**src/hw/rtl/cau_pkg.sv**
```systemverilog
// Shared types, codes and helpers for the complex arithmetic unit.
// No dependencies.
`default_nettype none

package cau_pkg;

    // Operation codes
    typedef enum logic [1:0] {
        CMD_ADD = 2'd0,
        CMD_SUB = 2'd1,
        CMD_MUL = 2'd2,
        CMD_DIV = 2'd3
    } cau_cmd_t;

    // Results of non-divide operations, carried alongside the divider
    typedef struct packed {
        cau_cmd_t    cmd;
        logic [15:0] re;
        logic [15:0] im;
        logic        ovf;
        logic        dz;
    } cau_side_t;

    // Saturate to 16 bits; msb of the result is the saturation flag
    function automatic logic [16:0] sat16(input logic signed [33:0] v);
        logic [16:0] r;
        if (v > 34'sd32767) begin
            r = {1'b1, 16'h7fff};
        end else if (v < -34'sd32768) begin
            r = {1'b1, 16'h8000};
        end else begin
            r = {1'b0, v[15:0]};
        end
        return r;
    endfunction

endpackage

`default_nettype wire

```
**src/hw/rtl/cau_div.sv**
```systemverilog
// Pipelined signed floor divider with 16-bit saturation, one quotient bit per stage.
// Depends on cau_pkg.
`default_nettype none

module cau_div #(
    parameter int FRAC_BITS = 8
) (
    input  wire logic                  clk,
    input  wire logic                  rst_n,
    input  wire logic                  en,
    input  wire logic                  in_vld,
    input  wire logic signed [32:0]    num,
    input  wire logic [31:0]           mag,
    input  wire cau_pkg::cau_side_t    side_in,
    output logic                       out_vld,
    output logic [15:0]                quo,
    output logic                       sat,
    output cau_pkg::cau_side_t         side_out
);
    import cau_pkg::*;

    localparam int NW = 33 + FRAC_BITS;
    localparam int QB = 17;
    localparam int RW = NW + QB;

    logic [RW-1:0] rem_reg  [0:QB];
    logic [QB-1:0] q_reg    [0:QB];
    logic [31:0]   d_reg    [0:QB];
    logic          neg_reg  [0:QB];
    logic          sat_reg  [0:QB];
    logic          vld_reg  [0:QB];
    cau_side_t     side_reg [0:QB];

    // Setup stage: magnitude of the scaled numerator and early overflow test
    logic [32:0]   abs_n;
    logic [RW-1:0] n_scaled;
    assign abs_n    = num[32] ? 33'(-num) : 33'(num);
    assign n_scaled = RW'(abs_n) << FRAC_BITS;

    always_ff @(posedge clk or negedge rst_n)
    begin
        if (!rst_n)
        begin
            vld_reg[0] <= 1'b0;
        end
        else if (en)
        begin
            vld_reg[0] <= in_vld;
        end
    end

    always_ff @(posedge clk)
    begin
        if (en)
        begin
            rem_reg[0]  <= n_scaled;
            q_reg[0]    <= '0;
            d_reg[0]    <= mag;
            neg_reg[0]  <= num[32];
            sat_reg[0]  <= (n_scaled >= (RW'(mag) << QB));
            side_reg[0] <= side_in;
        end
    end

    // Restoring iterations, most significant quotient bit first
    for (genvar k = 1; k <= QB; k++)
    begin : g_iter
        logic [RW-1:0] dsh;
        logic          take;
        assign dsh  = RW'(d_reg[k-1]) << (QB - k);
        assign take = (rem_reg[k-1] >= dsh);

        always_ff @(posedge clk or negedge rst_n)
        begin
            if (!rst_n)
            begin
                vld_reg[k] <= 1'b0;
            end
            else if (en)
            begin
                vld_reg[k] <= vld_reg[k-1];
            end
        end

        always_ff @(posedge clk)
        begin
            if (en)
            begin
                rem_reg[k]  <= take ? (rem_reg[k-1] - dsh) : rem_reg[k-1];
                q_reg[k]    <= q_reg[k-1] | (take ? (QB'(1) << (QB - k)) : '0);
                d_reg[k]    <= d_reg[k-1];
                neg_reg[k]  <= neg_reg[k-1];
                sat_reg[k]  <= sat_reg[k-1];
                side_reg[k] <= side_reg[k-1];
            end
        end
    end

    // Final stage: apply sign with floor rounding, then saturate
    logic [QB:0]  q_up;
    logic [15:0]  quo_next;
    logic         sat_next;
    logic [15:0]  quo_reg;
    logic         sat_out_reg;
    logic         vld_out_reg;
    cau_side_t    side_out_reg;

    assign q_up = {1'b0, q_reg[QB]} + (QB+1)'(rem_reg[QB] != '0);

    always_comb
    begin
        if (neg_reg[QB])
        begin
            if (sat_reg[QB] || (q_up > (QB+1)'(32768)))
            begin
                quo_next = 16'h8000;
                sat_next = 1'b1;
            end
            else
            begin
                quo_next = 16'(-q_up);
                sat_next = 1'b0;
            end
        end
        else
        begin
            if (sat_reg[QB] || (q_reg[QB] > QB'(32767)))
            begin
                quo_next = 16'h7fff;
                sat_next = 1'b1;
            end
            else
            begin
                quo_next = q_reg[QB][15:0];
                sat_next = 1'b0;
            end
        end
    end

    always_ff @(posedge clk or negedge rst_n)
    begin
        if (!rst_n)
        begin
            vld_out_reg <= 1'b0;
        end
        else if (en)
        begin
            vld_out_reg <= vld_reg[QB];
        end
    end

    always_ff @(posedge clk)
    begin
        if (en)
        begin
            quo_reg      <= quo_next;
            sat_out_reg  <= sat_next;
            side_out_reg <= side_reg[QB];
        end
    end

    assign out_vld  = vld_out_reg;
    assign quo      = quo_reg;
    assign sat      = sat_out_reg;
    assign side_out = side_out_reg;

endmodule

`default_nettype wire

```
**config.mk**
```make
export PLATFORM = sky130hd
export DESIGN_NAME = cau_div
export DESIGN_NICKNAME = d
export VERILOG_FILES = /design/src/hw/rtl/cau_pkg.sv /design/src/hw/rtl/cau_div.sv
export SDC_FILE = /design/constraint.sdc
export NUM_CORES = 2
export LEC_CHECK = 0
export BUFFER_PORTS_ARGS = -buffer_cell sky130_fd_sc_hd__buf_2
export CORE_MARGIN = 4
export CORE_UTILIZATION = 65
export CTS_BUF_LIST = sky130_fd_sc_hd__clkbuf_4 sky130_fd_sc_hd__clkbuf_8
export CTS_CLUSTER_SIZE = 14
export DETAILED_ROUTE_END_ITERATION = 7
export GPL_ROUTABILITY_DRIVEN = 0
export PLACE_DENSITY = 0.88
export SYNTH_ARGS = -nofsm -noshare
export SYNTH_HDL_FRONTEND = slang
export SYNTH_SLANG_ARGS = --single-unit
```
**constraint.sdc**
```tcl
create_clock -name clk -period 5.14 [get_ports clk]
set_clock_uncertainty 0.1 [all_clocks]
set_input_delay 0.514 -clock clk [delete_from_list [all_inputs] [get_ports clk]]
set_output_delay 0.514 -clock clk [all_outputs]
set_load 0.02 [all_outputs]
```
==> impl_metrics.env <==
export IMPL_status="finished with violations"
export IMPL_failed_checks="DRC"
export IMPL_hold_viol=0
export IMPL_synth_area_leaders="edfxtp_1 (61%), ha_1 (6.1%), xnor2_1 (3.2%)"
export IMPL_fin_nets=10785
export IMPL_hp_start="side_in[24]"
export IMPL_largest_register_ffs=919
export IMPL_synth_top_area_share_pct=60.6
export IMPL_grt_pass1_vias=79586
export IMPL_start_util_pct=65.4
export IMPL_hold_class="in -> reg"
export IMPL_cap_violations=0
export IMPL_cts_setup_buffers=0
export IMPL_whs_path_depth=2
export IMPL_drc=8
export IMPL_reg2reg_from="rem_reg[17][43]"
export IMPL_fmax_mhz=199
export IMPL_ys_types=102
export IMPL_clk_latency_ns=1.08
export IMPL_wl_um=251000
export IMPL_cts_tree="yes"
export IMPL_grt_pass1_wl_um=401000
export IMPL_p_clk_share_pct=24.3
export IMPL_grt_use_total_pct=26.5
export IMPL_p_comb_share_pct=33.1
export IMPL_tightest_slew_ns=1.15
export IMPL_p_per_area_mw_per_mm2=502
export IMPL_hpwlAfterDp_um=170000
export IMPL_routedWlPerCell_um=19.7
export IMPL_power_w=0.0649
export IMPL_root_buffer="clkbuf_8"
export IMPL_drive_gt1_share_pct=9.65
export IMPL_synth_async_reset_ratio_pct=0.801
export IMPL_multiInputGateArea_mm2=0.0419
export IMPL_rows=155
export IMPL_path_clk_slew_ns=0.07
export IMPL_die_h_um=432
export IMPL_synth_edf_count=2353
export IMPL_switching_share_pct=33.6
export IMPL_die_area_mm2=0.186
export IMPL_fin_crit_sh_pct=97.6
export IMPL_cts_num_sinks=2372
export IMPL_maxSlewViolCount=0
export IMPL_vias=79298
export IMPL_ff2ff_path_depth=15
export IMPL_antenna_found_initial=6
export IMPL_end_kind="flip-flop"
export IMPL_syn_to_final_growth_pct=10.8
export IMPL_port_buffers=158
export IMPL_synth_largest_area_cell="edfxtp_1"
export IMPL_path_max_fanout=7
export IMPL_core_mm2=0.178
export IMPL_yosys_warnings=0
export IMPL_whs_endpoint="side_reg[0][24]"
export IMPL_synth_ff_type="edfxtp_1"
export IMPL_syn_nets=10279
export IMPL_rsz0062_at_grt="no"
export IMPL_die_width_um=432
export IMPL_critical_path_startpoint_type="flip-flop"
export IMPL_first_iter_violations=7817
export IMPL_cts_htree_levels=5
export IMPL_num_io_pins=159
export IMPL_cp_arrival_ns=5.70
export IMPL_antenna_left=0
export IMPL_clock_path_buffers=4
export IMPL_netlist_area_mm2=0.117
export IMPL_vias_per_cell=6.23
export IMPL_cellLeakagePower_nw=49.2
export IMPL_avgSynthCellArea_um2=12.2
export IMPL_critical_path_class="reg -> reg"
export IMPL_hold_ws_ns=0.0964
export IMPL_grt_max_degree=157
export IMPL_reg2reg_slack_ns=0.12
export IMPL_layout_min_cycle_time_ns=5.02
export IMPL_cts_made_buffers=377
export IMPL_syn_inst=9591
export IMPL_seq_power_share_pct=42.6
export IMPL_ys_ff_latch=2372
export IMPL_reg2reg_to="quo[13]"
export IMPL_dr_pass1_iters=8
export IMPL_timing_slew_headroom_pct=21.0
export IMPL_p_int_w=0.0432
export IMPL_cp_required_ns=5.83
export IMPL_register_area_mm2=0.0711
export IMPL_ir_drop_uv=353
export IMPL_overflow=0
export IMPL_setup_viol=0
export IMPL_num_fill_cells=10400
export IMPL_p_switching_w=0.0218
export IMPL_ys_seq_area_share_pct=61.0
[worst max-delay path by stage]
| stage | from | to | slack (ns) |
|---|---|---|---|
| 6_report | rem_reg[17][43] | quo[13] | 0.12 |
| 5_1_grt | rem_reg[17][43] | quo[13] | 0.04 |
| 4_1_cts | rem_reg[17][46] | quo[11] | 0.07 |
| 3_5_place_dp | rem_reg[17][46] | quo[11] | -0.02 |
| 3_3_place_gp | num[4] | sat_reg[0] | 0.20 |
| 2_1_floorplan | num[8] | sat_reg[0] | 0.74 |
[cell type report]
cell class              count  share of cell area (%)
clock buffers             485                    4.66
multi-input cells        6244                    32.4
repair buffers            393                    2.53
flip-flops and latches   2372                    55.0
inverters                 709                    2.06
clock inverters           165                   0.987
well taps                2355                    2.28
diodes                      7                  0.0136
[worst max-delay path: stages, from the launching register on]
cell and delay, ns:
edfxtp_1 0.37, nor4_1 0.50, nand3_1 0.16, or4_4 0.58
ha_1 0.28, ha_1 0.30, and4_1 0.24, a21oi_1 0.26
a21oi_1 0.10, o31ai_1 0.24, nor2b_2 0.36, nor2b_2 0.32
nand2_1 0.13, xnor2_1 0.27, o21ai_0 0.20, a211o_1 0.36
[through the flow]
step	util, %	setup TNS [ns]	setup WS, ns	instance area (um^2)	cells
after global routing	72.4	0	0.0379	129000	12730
after CTS	72.4	0	0.0731	129000	12723
after global placement	67.4	0	0.200	120000	11915
after detailed placement	67.4	-0.0435	-0.0228	120000	11915
after floorplan	-	0	0.745	117000	9591
final	72.4	0	0.123	129000	12730
[repair_timing]
action	4_1_cts	5_1_grt
endpoints found under the setup margin	3	6
resized for setup	2	6
hold buffers	158	0
endpoints found under the hold margin	207	0
[cells in the final DEF (no fill, tap or decap), types with 126 or more instances in the layout]
| cell type | count |
|---|---|
| a21o_1 | 260 |
| nor2_1 | 622 |
| nor3_1 | 184 |
| a21oi_1 | 737 |
| dlygate4sd3_1 | 158 |
| inv_1 | 706 |
| o21ai_0 | 567 |
| nand2_1 | 714 |
| ha_1 | 566 |
| edfxtp_1 | 2353 |
| nand3_1 | 183 |
| clkbuf_8 | 381 |
| xor2_1 | 358 |
| buf_2 | 157 |
| nand2b_1 | 126 |
| xnor2_1 | 432 |
[cell usage after synthesis, drive strengths merged, types with 26 or more instances]
cell / instances
or2: 33
mux2: 112
ha: 566
nor2b: 82
or4: 53
clkbuf: 216
o31ai: 62
nor4: 124
or3: 91
a31oi: 59
and3: 48
o21a: 88
a21o: 260
xnor2: 432
buf: 50
a2111oi: 31
xor2: 358
nand2: 715
edfxtp: 2353
nand3: 184
o211ai: 38
a211oi: 58
and2: 26
o21ai: 578
a21oi: 740
inv: 709
o21bai: 64
nor2: 623
nand2b: 126
nand4: 123
nor3: 187
[metal layers]
metal | up-vias | part of all wire (%) | track usage (%)
met1 | 37070 | 34 | 28.1
met5 | - | 0.0052 | 0
li1 | 36642 | - | -
met2 | 4371 | 52 | 48.4
met4 | 2 | 7.7 | 18.4
met3 | 1213 | 6.3 | 4.01
[kinds of logic (layout without fill, tap and decap cells)]
kind of cell,count (synthesis),after routing,share of synthesized area [%]
other cells,0,7,0
flops,2372,2372,61.0
simple gates,2525,2525,10.6
compound gates,2223,2223,11.8
fa+ha+maj,583,583,6.36
buf+inv,975,1752,3.19
mux,123,123,1.18
xor+xnor,790,790,5.93
[power groups by stage]
stage                     logic (W)  clock network (W)  registers [W]
after global placement       0.0194                  0         0.0277
after global routing         0.0235             0.0170         0.0279
final                        0.0215             0.0158         0.0277
after detailed placement     0.0205                  0         0.0279
after CTS                    0.0208             0.0160         0.0275
after floorplan              0.0157                  0         0.0272
Power figures use the tool's default switching activity.
